$ cat config.mk
export PLATFORM = sky130hd
export DESIGN_NAME = ring_buffer_displace_min_drain_top
export DESIGN_NICKNAME = d
export VERILOG_FILES = /design/src/rtl/core/rbdm_pkg.sv /design/src/rtl/core/ring_buffer_displace_min_drain_top.sv
export SDC_FILE = /design/constraint.sdc
export NUM_CORES = 1
export LEC_CHECK = 0
export BUFFER_PORTS_ARGS = -buffer_cell sky130_fd_sc_hd__buf_2
export CORE_MARGIN = 4
export CORE_UTILIZATION = 45
export CTS_CLUSTER_DIAMETER = 150
export DETAILED_ROUTE_END_ITERATION = 8
export PLACE_DENSITY = 0.59
export REMOVE_ABC_BUFFERS = 1
export SLEW_MARGIN = 40
export SYNTH_ARGS = -nofsm -noshare
export SYNTH_HDL_FRONTEND = slang
export SYNTH_SLANG_ARGS = --single-unit
$ cat constraint.sdc
create_clock -name clock -period 6.5 [get_ports clock]
set_clock_uncertainty 0.05 [all_clocks]
set_input_delay 0.65 -clock clock [delete_from_list [all_inputs] [get_ports clock]]
set_output_delay 0.65 -clock clock [all_outputs]
set_load 0.005 [all_outputs]
$ cat src/rtl/core/rbdm_pkg.sv
// Shared types and codes for the displacing ring slot buffer.
package rbdm_pkg;

   localparam int KEY_W  = 31;
   localparam int KIND_W = 2;

   localparam logic OP_INSERT = 1'b0;
   localparam logic OP_DRAIN  = 1'b1;

   localparam logic [KIND_W-1:0] KIND_ACCEPT  = 2'd0;
   localparam logic [KIND_W-1:0] KIND_DISPLACE = 2'd1;
   localparam logic [KIND_W-1:0] KIND_DRAIN   = 2'd2;
   localparam logic [KIND_W-1:0] KIND_EMPTY   = 2'd3;

   typedef enum logic [2:0] {
      ST_IDLE,
      ST_SCAN,
      ST_DISP,
      ST_SWEEP,
      ST_OUT
   } state_type;

endpackage

$ cat src/rtl/core/ring_buffer_displace_min_drain_top.sv
// Displacing ring slot buffer with ascending drain; keys in one synchronous memory.
// Insert: free-slot scan from the ring pointer, one full bit a cycle, then the result.
// A full buffer adds a memory read to fetch the displaced key.
// Drain: stored keys leave in ascending order; each minimum needs one sweep of the key memory port.
// One transaction is processed at a time; the result register frees the input side.
// Reset (synchronous, active high) clears full bits, fill count, ring pointer and control.
module ring_buffer_displace_min_drain_top
   import rbdm_pkg::*;
#(
   parameter int DEPTH = 8
) (
   input  logic              clock,
   input  logic              reset,
   input  logic              req_valid,
   output logic              req_stall,
   input  logic              req_opcode,
   input  logic [KEY_W-1:0]  req_package_key,
   output logic              rsp_valid,
   input  logic              rsp_stall,
   output logic [KIND_W-1:0] rsp_kind,
   output logic [KEY_W-1:0]  rsp_item_key,
   output logic              rsp_last
);

   localparam int IDX_W = $clog2(DEPTH);
   localparam int CNT_W = $clog2(DEPTH + 1);

   function automatic logic [IDX_W-1:0] ring_next(input logic [IDX_W-1:0] p);
      return (p == IDX_W'(DEPTH - 1)) ? '0 : IDX_W'(p + IDX_W'(1));
   endfunction

   function automatic logic [IDX_W-1:0] ring_prev(input logic [IDX_W-1:0] p);
      return (p == '0) ? IDX_W'(DEPTH - 1) : IDX_W'(p - IDX_W'(1));
   endfunction

   state_type state_ff, state_in;

   logic              op_ff;
   logic [KEY_W-1:0]  key_ff;
   logic [IDX_W-1:0]  ptr_ff;
   logic [IDX_W-1:0]  scan_idx_ff;
   logic [IDX_W-1:0]  scan_cnt_ff;
   logic [DEPTH-1:0]  full_ff;
   logic [CNT_W-1:0]  cnt_ff;

   logic [KEY_W-1:0]  keys_mem [DEPTH];
   logic [KEY_W-1:0]  rd_data_ff;

   logic [CNT_W-1:0]  rd_cnt_ff;
   logic              cmp_vld_ff;
   logic [IDX_W-1:0]  cmp_idx_ff;
   logic              best_vld_ff;
   logic [IDX_W-1:0]  best_idx_ff;
   logic [KEY_W-1:0]  best_key_ff;

   logic [KIND_W-1:0] pend_kind_ff;
   logic [KEY_W-1:0]  pend_key_ff;

   logic              rsp_valid_ff;
   logic [KIND_W-1:0] rsp_kind_ff;
   logic [KEY_W-1:0]  rsp_item_key_ff;
   logic              rsp_last_ff;

   logic              out_free;
   logic              slot_free;
   logic              scan_wrap;
   logic [IDX_W-1:0]  disp_idx;
   logic              sweep_last;
   logic              cand_take;
   logic [IDX_W-1:0]  best_idx_nx;
   logic [KEY_W-1:0]  best_key_nx;
   logic              more_drain;

   logic              rd_en;
   logic [IDX_W-1:0]  rd_addr;
   logic              wr_en;
   logic [IDX_W-1:0]  wr_addr;
   logic              emit;

   assign out_free    = !rsp_valid_ff || !rsp_stall;
   assign slot_free   = !full_ff[scan_idx_ff];
   assign scan_wrap   = (scan_cnt_ff == IDX_W'(DEPTH - 1));
   assign disp_idx    = ring_prev(ptr_ff);
   assign sweep_last  = cmp_vld_ff && (cmp_idx_ff == IDX_W'(DEPTH - 1));
   assign cand_take   = cmp_vld_ff && full_ff[cmp_idx_ff]
                        && (!best_vld_ff || (rd_data_ff < best_key_ff));
   assign best_idx_nx = cand_take ? cmp_idx_ff : best_idx_ff;
   assign best_key_nx = cand_take ? rd_data_ff : best_key_ff;
   assign more_drain  = (pend_kind_ff == KIND_DRAIN) && (cnt_ff > CNT_W'(1));

   always_comb begin
      state_in = state_ff;
      unique case (state_ff)
         ST_IDLE: begin
            if (req_valid) begin
               if (req_opcode == OP_DRAIN) begin
                  state_in = (cnt_ff == '0) ? ST_OUT : ST_SWEEP;
               end else begin
                  state_in = ST_SCAN;
               end
            end
         end
         ST_SCAN: begin
            if (slot_free) begin
               state_in = ST_OUT;
            end else if (scan_wrap) begin
               state_in = ST_DISP;
            end
         end
         ST_DISP: begin
            state_in = ST_OUT;
         end
         ST_SWEEP: begin
            if (sweep_last) begin
               state_in = ST_OUT;
            end
         end
         ST_OUT: begin
            if (out_free) begin
               state_in = more_drain ? ST_SWEEP : ST_IDLE;
            end
         end
         default: state_in = ST_IDLE;
      endcase
   end

   always_comb begin
      req_stall = 1'b1;
      rd_en     = 1'b0;
      rd_addr   = rd_cnt_ff[IDX_W-1:0];
      wr_en     = 1'b0;
      wr_addr   = scan_idx_ff;
      emit      = 1'b0;
      unique case (state_ff)
         ST_IDLE: begin
            req_stall = 1'b0;
         end
         ST_SCAN: begin
            if (slot_free) begin
               wr_en = 1'b1;
            end else if (scan_wrap) begin
               rd_en   = 1'b1;
               rd_addr = disp_idx;
            end
         end
         ST_DISP: begin
            wr_en   = 1'b1;
            wr_addr = disp_idx;
         end
         ST_SWEEP: begin
            rd_en = (rd_cnt_ff != CNT_W'(DEPTH));
         end
         ST_OUT: begin
            emit = out_free;
         end
         default: req_stall = 1'b1;
      endcase
   end

   always_ff @(posedge clock) begin
      if (wr_en) begin
         keys_mem[wr_addr] <= key_ff;
      end
      if (rd_en) begin
         rd_data_ff <= keys_mem[rd_addr];
      end
   end

   always_ff @(posedge clock) begin
      if (reset) begin
         state_ff     <= ST_IDLE;
         full_ff      <= '0;
         cnt_ff       <= '0;
         ptr_ff       <= '0;
         rsp_valid_ff <= 1'b0;
         cmp_vld_ff   <= 1'b0;
         best_vld_ff  <= 1'b0;
         rd_cnt_ff    <= '0;
      end else begin
         state_ff <= state_in;

         if (emit) begin
            rsp_valid_ff    <= 1'b1;
            rsp_kind_ff     <= pend_kind_ff;
            rsp_item_key_ff <= pend_key_ff;
            rsp_last_ff     <= !more_drain;
         end else if (rsp_valid_ff && !rsp_stall) begin
            rsp_valid_ff <= 1'b0;
         end

         case (state_ff)
            ST_IDLE: begin
               if (req_valid) begin
                  op_ff        <= req_opcode;
                  key_ff       <= req_package_key;
                  scan_idx_ff  <= ptr_ff;
                  scan_cnt_ff  <= '0;
                  pend_kind_ff <= KIND_EMPTY;
                  pend_key_ff  <= '0;
                  rd_cnt_ff    <= '0;
                  cmp_vld_ff   <= 1'b0;
                  best_vld_ff  <= 1'b0;
               end
            end
            ST_SCAN: begin
               if (slot_free) begin
                  full_ff[scan_idx_ff] <= 1'b1;
                  cnt_ff               <= CNT_W'(cnt_ff + CNT_W'(1));
                  ptr_ff               <= ring_next(scan_idx_ff);
                  pend_kind_ff         <= KIND_ACCEPT;
                  pend_key_ff          <= '0;
               end else begin
                  scan_idx_ff <= ring_next(scan_idx_ff);
                  scan_cnt_ff <= IDX_W'(scan_cnt_ff + IDX_W'(1));
               end
            end
            ST_DISP: begin
               pend_kind_ff <= KIND_DISPLACE;
               pend_key_ff  <= rd_data_ff;
            end
            ST_SWEEP: begin
               if (rd_en) begin
                  rd_cnt_ff <= CNT_W'(rd_cnt_ff + CNT_W'(1));
               end
               cmp_vld_ff  <= rd_en;
               cmp_idx_ff  <= rd_cnt_ff[IDX_W-1:0];
               best_idx_ff <= best_idx_nx;
               best_key_ff <= best_key_nx;
               if (cand_take) begin
                  best_vld_ff <= 1'b1;
               end
               if (sweep_last) begin
                  pend_kind_ff <= KIND_DRAIN;
                  pend_key_ff  <= best_key_nx;
               end
            end
            ST_OUT: begin
               if (out_free && (pend_kind_ff == KIND_DRAIN)) begin
                  full_ff[best_idx_ff] <= 1'b0;
                  cnt_ff               <= CNT_W'(cnt_ff - CNT_W'(1));
                  rd_cnt_ff            <= '0;
                  cmp_vld_ff           <= 1'b0;
                  best_vld_ff          <= 1'b0;
               end
            end
            default: begin
               cmp_vld_ff <= 1'b0;
            end
         endcase
      end
   end

   assign rsp_valid    = rsp_valid_ff;
   assign rsp_kind     = rsp_kind_ff;
   assign rsp_item_key = rsp_item_key_ff;
   assign rsp_last     = rsp_last_ff;

   a_count_matches_full: assert property (@(posedge clock) disable iff (reset)
      32'(cnt_ff) == $countones(full_ff))
      else $error("fill count differs from number of full slots");

   a_displace_when_full: assert property (@(posedge clock) disable iff (reset)
      (state_ff == ST_DISP) |-> (&full_ff))
      else $error("displacement with a free slot present");

   a_drain_last_empties: assert property (@(posedge clock) disable iff (reset)
      (emit && (pend_kind_ff == KIND_DRAIN) && !more_drain) |=> (cnt_ff == '0))
      else $error("buffer not empty after final drained key");

   a_drain_op_only: assert property (@(posedge clock) disable iff (reset)
      (state_ff == ST_SWEEP) |-> (op_ff == OP_DRAIN))
      else $error("sweep entered for an insert");

endmodule

==> summary.md, run 1 <==
| Metric | Value |
|---|---|
| Status | `complete, no violations` |
| Core region area | `between 30000 and 40000 µm²` |
| First-pass GRT wire length | `around 58 mm` |
| I/O pin count | `between 70 and 80` |
| Clock Sinks | `about 450` |
| Vias in the first global route | `a little over 10000` |
| Routed length per instance | `about 20 µm` |
| DR iter-0 viols | `~670` |
| Std-Cell Rows | `73` |
| Relative slew slack | `51.5%` |
| Clock latency on the worst-skew pair | `about 580 ps` |
| Setup Viol. Count Final | `0` |
| Clock-pin transition on the worst setup and hold timing paths | `approximately 60 ps` |
| Synthesized area | `18100 µm²` |
| Hold-fix buffers, CTS | `0` |
| PortBufs | `a little over 70` |
| Placed cell count | `~1800` |
| Tightest Pin Transition | `728 ps` |
| Crit path launch type | `register` |
| Initial antenna violation count | `0` |
| Drt total wl | `between 30 and 40 mm` |
| Cell Pwr Density | `350 nW/µm²` |
| Synthesized flop and latch total | `between 400 and 500` |
| Final WS setup | `2920 ps` |
| Fillers | `3364` |
| Drt pass-1 iters | `5` |
| CP required | `slightly below 7000 ps` |
| Synth async-reset ratio | `0%` |
| GRT Overall Usage | `between 10% and 20%` |
| Top_reg_cell synth | `edfxtp_1` |
| Fin area | `20500 µm²` |
| Final Hold Viols | `0` |
| CTS root buf | `clkbuf_16` |
| Synth top area share | `a little over two thirds` |
| Max VDD drop | `between 0.15 and 0.2 mV` |
| EDFF count, synth | `420` |
| Hold WS | `about 200 ps` |
| Peak Freq | `0.279 GHz` |
| # diodes | `0` |
| Tcrit/Tclk final | `between 50% and 60%` |
| Setup TNS Final | `0 ps` |
| Clk pwr share | `between 30% and 40%` |
| Max Root-Sink Buffers | `3` |
| Post_cts resized | `0` |
| Arrival time at the worst endpoint | `3850 ps` |
| Initial Utilization | `45.5%` |
| Die X | `209 µm` |
| Die area | `~43000 µm²` |
| Switching Share | `between 20 and 30%` |
| Lkg Pwr | `around 7.3 nW` |
| Area Growth Syn to Fin | `13.6%` |
| Largest net degree at the start of global routing | `about 130` |
| Pint | `approximately 5.3 mW` |
| CTS Buf Count | `47` |
| Post-Syn Area per Cell | `14.5 µm²` |
| Final Max Slew Viols | `0` |
| Combinational power share | `about an eighth` |
| Area leader, netlist | `edfxtp_1` |
| Seq pwr share | `between 50% and 60%` |
| Crit Path Max Fanout | `61` |
| DIE HEIGHT | `approximately 210 µm` |
| Sequential cell area | `13100 µm²` |
| RSZ-0062 raised after global routing | `no` |
| Multi-input logic area | `4570 µm²` |
| Setup bufs post-CTS | `0` |
| Share of layout cells above drive strength 1 | `about 13%` |
| WS Path Type | `register to register` |
| Crit path capture type | `register` |
| DRT antenna net count | `0` |
| CTS tree | `done` |
| Gp weighted congestion | `about 0.80` |
| Total vias in the final route | `just over 10000` |
| Netlist cell types | `58` |
| Ranking of synthesized cells by area | `edfxtp_1 70%, nand2_1 4.4%, ha_1 2.8%` |
| Max-Cap Viols | `0` |
| Switching pwr | `1.86 mW` |
| Seq/Total Area, Yosys | `between 70% and 80%` |
| Placed cell area | `around 19000 µm²` |
| Final min period | `between 3000 and 4000 ps` |
| Worst slack, placed | `between 2000 and 3000 ps` |
| Synth warnings | `0` |
| Drt drc | `0` |
| Final Non-Filler Cells | `around 1900` |
| H-tree depth | `2` |
| HP Class | `input port to register` |
| Synth Instances | `~1200` |
| Nets@finish | `around 1400` |
| Residual overflow from global routing | `0` |
| Detail Placement HPWL | `approximately 21 mm` |
| Vias/cell | `~5.4` |
metal layers:
layer / vias to the layer above / share of wire (%) / routed length (µm) / GRT usage (%)
met3: 55 / 5.5 / 2070 / 3.18
li1: 4873 / - / - / -
met5: - / 0 / 0 / 0
met1: 5014 / 47 / 17400 / 24.7
met4: 0 / 1.7 / 635 / 3.96
met2: 250 / 46 / 17200 / 27.1
Yosys cell counts (25+ instances only):
| cell | instances |
|---|---|
| edfxtp_1 | 420 |
| nand2_1 | 214 |
| nand3_1 | 78 |
| inv_1 | 46 |
| nor2_1 | 46 |
| ha_1 | 41 |
| mux2i_1 | 35 |
| and3_1 | 33 |
| a21oi_1 | 32 |
| a32oi_1 | 32 |
| mux2_1 | 31 |
| a32o_1 | 30 |
| dfxtp_1 | 25 |
area by class of cell:
| class | count | area share [%] |
|---|---|---|
| Tap cell | 525 | 3.20 |
| Clock buffer | 60 | 5.96 |
| Multi-Input combinational cell | 693 | 22.2 |
| Timing Repair Buffer | 93 | 2.80 |
| Inverter | 46 | 0.840 |
| Clock inverter | 25 | 1.16 |
| Sequential cell | 445 | 63.8 |
through the flow:
stage | power, mW | utilization, %
final | 7.20 | 51.7
after CTS | 7.28 | 51.7
after floorplan | 4.31 | -
after global placement | 4.67 | 47.8
after global routing | 7.52 | 51.7
after detailed placement | 4.71 | 48.0
kinds of logic (layout without fill, tap and decap cells):
group                      count (synthesis)  count (layout)  synth area share [%]
DFF                                      445             445                  72.5
and+or+nand+nor                          417             417                  10.5
AOI/OAI and AO/OA                        159             159                  6.60
buffers and inverters                    107             224                  3.00
muxes                                     71              71                  4.38
adders and majority gates                 41              41                  2.84
xor gates and xnor gates                   5               5                 0.242
layout by cell type (no fill, tap or decap), drive strengths merged, types with 32 or more instances in the layout:
master and instances:
a21oi 32, a32oi 32, and3 33, buf 93
clkbuf 60, edfxtp 420, ha 41, inv 49
mux2 33, mux2i 36, nand2 214, nand3 78
nor2 46
flip-flops by register name, indices dropped and copies added, names as in the netlist:
name          flops
scan_cnt_ff       3
key_ff           31
rd_cnt_ff         4
rsp_kind          2
best_idx_ff       3
pend_kind_ff      2
cmp_vld_ff        1
rsp_valid         1
state_ff          3
cmp_idx_ff        3
rsp_item_key     31
keys_mem        248
cnt_ff            4
best_key_ff      31
ptr_ff            3
best_vld_ff       1
full_ff           8
rd_data_ff       31
pend_key_ff      31
rsp_last          1
scan_idx_ff       3
power groups by stage:
stage | combinational (mW) | sequential, mW | clock, mW
2_1_floorplan | 0.566 | 3.74 | 0
3_3_place_gp | 0.876 | 3.79 | 0
3_5_place_dp | 0.912 | 3.80 | 0
4_1_cts | 0.918 | 3.74 | 2.62
5_1_grt | 1.00 | 3.77 | 2.74
6_report | 0.903 | 3.74 | 2.56
worst paths after layout:
path	from	endpoint	slack [ps]	cells past startpoint
setup / recovery	rd_data_ff[10]$_DFFE_PP_	best_key_ff[15]$_DFFE_PP_	2920	9
hold / removal	req_package_key[10]	key_ff[10]$_DFFE_PP_	200	1
setup reg to reg	rd_data_ff[10]$_DFFE_PP_	best_key_ff[15]$_DFFE_PP_	2920	9
hold reg to reg	pend_key_ff[3]$_DFFE_PP_	rsp_item_key[3]$_DFFE_PP_	370	0
critical path, cell delays in order (launching register included):
cell      delay, ps
edfxtp_1        440
ha_1            380
o21ai_0         100
o21a_1          170
o31ai_1         460
a31oi_1          80
o21ai_1         380
and2_2          260
buf_4           570
mux2_1          390
No activity file was read; power rests on OpenSTA's default activity.
==> run 2: changes to the inputs <==
ABC_AREA = 1   (was unset)
clock period = 3.56 ns   (was 6.5 ns; I/O delays follow)
==> run 2 against run 1 <==
Total power increased by 110%. Count of clock-buffer cells in the layout shrank 4. Clock power is 93% higher. Critical path depth unchanged. Die area grew 9.2%. Critical path type unchanged. Synthesized cell count is 51% higher.
==> summary.md, run 2 <==
| Metric | Value |
|---|---|
| Post-Syn Area per Cell | `roughly 11 µm²` |
| Crit Path Max Fanout | `31` |
| Commonest non-fill, non-tap cell in the layout | `nand2_1` |
| Synth top area share | `a little under two thirds` |
| Count leader, synth | `nand2_1` |
| RR Startpoint | `state_ff[2]$_SDFFE_PP0P_` |
| Most frequent cells in the layout | `440 x nand2_1, 420 x edfxtp_1, 313 x inv_1, 301 x nand3_1, 71 x buf_2` |
| Peak Freq | `0.337 GHz` |
| Register with the most flip-flops | `keys_mem` |
| Post_cts resized | `0` |
| Status | `complete, no violations` |
| Crit path launch | `state_ff[2]$_SDFFE_PP0P_` |
| DRT antenna net count | `0` |
| CTS tree | `done` |
| Synth async-reset ratio | `0%` |
| CP cell instances | `inv_2, nand2_1, nor2_2, inv_1, nor2_1, nor2_1, or2_2, nor2_4, buf_4` |
| Tcrit/Tclk final | `between 80% and 90%` |
| Lkg Pwr | `approximately 9.6 nW` |
| Initial antenna violation count | `0` |
| Clock Sinks | `445` |
| Synthesized area | `slightly below 20000 µm²` |
| Max VDD drop | `roughly 0.4 mV` |
| CTS Buf Count | `48` |
| Max-Cap Viols | `0` |
| Core region area | `43300 µm²` |
| Area leader, netlist | `edfxtp_1` |
| Drt total wl | `around 45 mm` |
| HP Class | `input port to register` |
| Netlist cell types | `39` |
| Relative slew slack | `between 50% and 60%` |
| Seq pwr share | `between 40% and 50%` |
| PortBufs | `71` |
| Drt drc | `0` |
| Multi-input logic area | `~5300 µm²` |
| Clock latency on the worst-skew pair | `590 ps` |
| Final Hold Viols | `0` |
| Crit path capture type | `register` |
| Combinational power share | `between 20% and 30%` |
| Switching Share | `between 30 and 40%` |
| EDFF count, synth | `420` |
| WS Path Type | `register to register` |
| Clock-pin transition on the worst setup and hold timing paths | `60 ps` |
| GRT Overall Usage | `19.3%` |
| Die area | `47500 µm²` |
| Synth Instances | `around 1900` |
| CTS root buf | `clkbuf_16` |
| Setup TNS Final | `0 ps` |
| Gp weighted congestion | `roughly 0.86` |
| Crit path launch type | `register` |
| DIE HEIGHT | `218 µm` |
| CP max-delay cell | `nor2_2` |
| Post-synth top cells | `443 x nand2_1, 420 x edfxtp_1, 313 x inv_1` |
| RSZ-0062 raised after global routing | `no` |
| Tightest Pin Transition | `between 600 and 700 ps` |
| Setup Viol. Count Final | `0` |
| Synthesized flop and latch total | `around 450` |
| Routed length per instance | `between 15 and 20 µm` |
| Area Growth Syn to Fin | `15.6%` |
| Residual overflow from global routing | `0` |
| Largest net degree at the start of global routing | `94` |
| Hold WS | `68.7 ps` |
| I/O pin count | `72` |
| # diodes | `0` |
| Synth warnings | `0` |
| Switching pwr | `4.50 mW` |
| Share of layout cells above drive strength 1 | `between 10 and 15%` |
| Top_reg_cell synth | `edfxtp_1` |
| Final Max Slew Viols | `0` |
| Ranking of synthesized cells by area | `edfxtp_1 64%, nand2_1 8.4%, nand3_1 7.6%` |
| HP Start | `rsp_stall` |
| Seq/Total Area, Yosys | `around 66%` |
| Total vias in the final route | `roughly 13000` |
| Fillers | `roughly 3800` |
| Max FFs per register | `248` |
| Crit path largest cell delay | `between 500 and 600 ps` |
| Nets@finish | `a little over 2000` |
| Sequential cell area | `between 10000 and 15000 µm²` |
| Vias in the first global route | `13200` |
| Final min period | `2970 ps` |
| Std-Cell Rows | `76` |
| Initial Utilization | `a little under half` |
| Clk pwr share | `33.0%` |
| Cell Pwr Density | `653 nW/µm²` |
| Drt pass-1 iters | `5` |
| Setup bufs post-CTS | `0` |
| H-tree depth | `2` |
| Arrival time at the worst endpoint | `between 3000 and 4000 ps` |
| DR iter-0 viols | `1107` |
| Crit-path most repeated cell | `nor2_1` |
| Max Root-Sink Buffers | `3` |
| Detail Placement HPWL | `26.2 mm` |
| Pint | `approximately 10 mW` |
| CP required | `3720 ps` |
| Vias/cell | `approximately 5` |
| Die X | `218 µm` |
| First-pass GRT wire length | `72.2 mm` |
[run 2: cell types whose count changed in the layout (fill, tap and decap cells not counted), moves of 30 or more]
cell | previous run | this run
a32o_1 | 30 | 0
a32oi_1 | 32 | 0
and3_1 | 33 | 1
dlygate4sd3_1 | 0 | 31
inv_1 | 46 | 313
mux2_1 | 31 | 0
mux2i_1 | 35 | 0
nand2_1 | 214 | 440
nand3_1 | 78 | 301
nand3b_1 | 1 | 61
[run 2: kinds of logic (layout without fill, tap and decap cells)]
group	count (synthesis)	in the layout	synth area share, %
fa+ha+maj	41	41	2.59
buf+inv	397	543	7.87
compound gates	90	90	2.46
simple gates	900	900	20.9
xor+xnor	1	1	0.0442
flops	445	445	66.1
[run 2: final timing paths]
| check | slack, ps | cells past startpoint | end |
|---|---|---|---|
| max | 590 | 9 | keys_mem[6][17]$_DFFE_PP_ |
| min | 70 | 3 | rsp_valid$_SDFFE_PP0P_ |
| max reg2reg | 590 | 9 | keys_mem[6][17]$_DFFE_PP_ |
| min reg2reg | 360 | 0 | rsp_item_key[28]$_DFFE_PP_ |
[run 2: power groups by stage]
stage | sequential [mW] | clock (mW) | combinational (mW)
after floorplan | 6.93 | 0 | 2.02
after global placement | 6.97 | 0 | 3.10
after detailed placement | 6.99 | 0 | 3.13
after CTS | 6.88 | 5.07 | 3.17
after global routing | 6.94 | 5.30 | 3.58
final | 6.88 | 4.94 | 3.15
[run 2: layer usage]
| layer | share of wire (%) | wire length, µm | GRT usage (%) | vias up |
|---|---|---|---|---|
| met4 | 2.9 | 1300 | 6.57 | 0 |
| li1 | - | - | - | 6479 |
| met1 | 45 | 20200 | 26.2 | 6343 |
| met3 | 5.8 | 2600 | 3.01 | 84 |
| met5 | 0 | 0 | 0 | - |
| met2 | 47 | 21000 | 32.1 | 345 |
[run 2: layout make-up]
type                            instances  area share, %
Clock buffer                           56           5.37
Sequential cell                       445           57.2
Multi-Input combinational cell       1032           23.0
Timing Repair Buffer                  139           4.64
Inverter                              317           5.19
Clock inverter                         31           1.44
Tap cell                              585           3.19
[run 2: what timing repair did]
action,4_1_cts,5_1_grt
hold buffers,31,0
hold endpoints to repair,31,0
setup endpoints to repair,0,0
[run 2: critical path: cells and delay by family (launching register included)]
family	cells	cell delay, ps
buf+inv	3	740
flops	1	350
simple gates	6	1420
[run 2: metrics by stage]
step / power (mW) / instances / utilization (%) / worst slack, ps / instance area (µm²)
after floorplan: 8.95 / 1794 / - / -3360 / 19500
after global placement: 10.1 / 2486 / 48.6 / 691 / 21000
after detailed placement: 10.1 / 2486 / 48.6 / 606 / 21000
after CTS: 15.1 / 2604 / 52.9 / 606 / 22900
after global routing: 15.8 / 2605 / 53.0 / 366 / 22900
final: 15.0 / 2605 / 53.0 / 590 / 22900
==> run 3: changes to the inputs <==
PLACE_DENSITY = 0.61   (was 0.59)
clock period = 2.5 ns   (was 3.56 ns; I/O delays follow)
==> run 3 against run 2 <==
Global-route usage rose by 0.16 points. Cell count rose by 2.0%. Non-clock buffer count rose by 54. Total power rose by 46%.
==> summary.md, run 3 (synthesis results as in run 2) <==
| Metric | Value |
|---|---|
| Nets@finish | `about 2100` |
| Relative slew slack | `between 60% and 70%` |
| CP max-delay cell | `edfxtp_1` |
| Initial antenna violation count | `0` |
| Detail Placement HPWL | `between 20 and 30 mm` |
| Final Max Slew Viols | `0` |
| HP Class | `input port to register` |
| CP required | `about 2800 ps` |
| I/O pin count | `between 70 and 80` |
| Tightest Pin Transition | `~450 ps` |
| DIE HEIGHT | `~220 µm` |
| Max FFs per register | `around 250` |
| Largest net degree at the start of global routing | `52` |
| Final Hold Viols | `0` |
| GRT Overall Usage | `between 10% and 20%` |
| Commonest non-fill, non-tap cell in the layout | `nand2_1` |
| Std-Cell Rows | `76` |
| Vias in the first global route | `about 13000` |
| Max-Cap Viols | `0` |
| Crit path launch type | `register` |
| Initial Utilization | `45.8%` |
| Die X | `~220 µm` |
| Drt drc | `0` |
| Clock Sinks | `445` |
| CTS root buf | `clkbuf_16` |
| Final Total Pwr | `~22 mW` |
| RSZ-0062 raised after global routing | `yes` |
| Max Root-Sink Buffers | `3` |
| Crit-path most repeated cell | `nand2_2` |
| RR Startpoint | `scan_idx_ff[0]$_DFFE_PP_` |
| First-pass GRT wire length | `72.8 mm` |
| Arrival time at the worst endpoint | `~2800 ps` |
| Drt total wl | `49.1 mm` |
| Drt pass-1 iters | `5` |
| PortBufs | `about 70` |
| Core region area | `between 40000 and 50000 µm²` |
| CP delay by family, top | `simple AND/OR/NAND/NOR gates` |
| Final Non-Filler Cells | `around 2700` |
| Total vias in the final route | `between 10000 and 15000` |
| Routed length per instance | `~18 µm` |
| Cell Pwr Density | `between 900 and 1000 nW/µm²` |
| DRT antenna net count | `0` |
| H-tree depth | `2` |
| CTS Buf Count | `48` |
| Buf/Inv on CP | `5` |
| # diodes | `0` |
| Vias/cell | `between 5 and 6` |
| Lkg Pwr | `between 10 and 15 nW` |
| Clock-pin transition on the worst setup and hold timing paths | `approximately 60 ps` |
| Crit path largest cell delay | `around 450 ps` |
| Die area | `47500 µm²` |
| WS Path Type | `register to register` |
| HP Start | `req_opcode` |
| Register with the most flip-flops | `keys_mem` |
| Crit path launch | `scan_idx_ff[0]$_DFFE_PP_` |
| Gp weighted congestion | `roughly 0.82` |
| Crit path capture type | `register` |
| Max VDD drop | `0.637 mV` |
| Share of layout cells above drive strength 1 | `between 10% and 20%` |
| Area Growth Syn to Fin | `21.3%` |
| Crit Path Max Fanout | `7` |
| Placed cell count | `between 2000 and 3000` |
| Residual overflow from global routing | `0` |
| CP cell instances | `buf_6, nand2_2, nand3_2, nand2_2, inv_2, nand2_4, nand3_4, nand2_4, o21ai_4, buf_12, buf_8, clkbuf_16, nand3_2, nand2_1, nand2_1, nand2_2` |
| DR iter-0 viols | `around 1200` |
| Final min period | `~2500 ps` |
| Clock latency on the worst-skew pair | `roughly 560 ps` |
| Status | `complete, no violations` |
| Tcrit/Tclk final | `approximately 100%` |
| Most frequent cells in the layout | `422 x nand2_1, 420 x edfxtp_1, 310 x inv_1, 285 x nand3_1, 71 x buf_2` |
| Hold WS | `slightly above 100 ps` |
| Setup Viol. Count Final | `0` |
| CTS tree | `done` |
| Peak Freq | `between 0.4 and 0.5 GHz` |
-- run 3: cell count changes in the layout (fill, tap and decap cells not counted), sizes merged --
cell / previous run / this run
clkbuf: 56 / 72
buf: 108 / 149
bufinv: 6 / 2
dlygate4sd3: 31 / 33
clkinvlp: 2 / 1
inv: 319 / 317
clkinv: 21 / 20
-- run 3: power by group --
part	internal (mW)	switching (mW)	total (mW)
registers	9.40	0.411	9.81
logic	2.01	3.58	5.59
clock network	3.77	2.76	6.52
total	15.2	6.75	21.9
-- run 3: what timing repair did --
action | CTS | global route
buffers inserted | 1 | 16
resized for setup | 2 | 88
pin swaps | 1 | 20
hold endpoints to repair | 36 | 0
cloned | 0 | 15
setup endpoints to repair | 4 | 141
hold buffers | 33 | 0
-- run 3: final timing paths --
check,end,cells after the start,slack [ps]
setup / recovery,rd_data_ff[29]$_DFFE_PP_,16,20
hold / removal,state_ff[1]$_SDFFE_PP0P_,5,100
setup reg to reg,rd_data_ff[29]$_DFFE_PP_,16,20
hold reg to reg,rsp_item_key[6]$_DFFE_PP_,0,370
-- run 3: tightest hold or removal path, delay by kind of cell --
family          cells  cell delay, ps
buf+inv             1              90
simple gates        2             110
compound gates      2             210
-- run 3: per-layer routing --
metal	share of wire, %	wire length, µm	vias to the layer above	global-route usage [%]
met5	0	0	-	0
met4	2.4	1180	0	6.30
met3	6.7	3270	86	3.47
met2	48	23400	453	32.0
met1	43	21200	6477	26.5
li1	-	-	6583	-
-- run 3: final cells by class --
| cell class | instances | area [µm²] |
|---|---|---|
| Clock buffer | 61 | 1270 |
| Clock inverter | 23 | 151 |
| Fill cell | 3639 | 19200 |
| Inverter | 317 | 1190 |
| Multi-Input combinational cell | 1032 | 5510 |
| Sequential cell | 445 | 13100 |
| Tap cell | 585 | 732 |
| Timing Repair Buffer | 193 | 2070 |
-- run 3: metrics by stage --
stage                     setup WS (ps)  instance area, µm²  utilization, %  setup TNS, ps
after global routing              -77.3               24000            55.6          -1030
final                              15.9               24000            55.6              0
after CTS                          13.9               23200            53.7              0
after global placement            -14.8               21500            49.6          -14.8
after detailed placement          -50.4               21500            49.6          -50.4
after floorplan                   -4420               19500               -        -970540
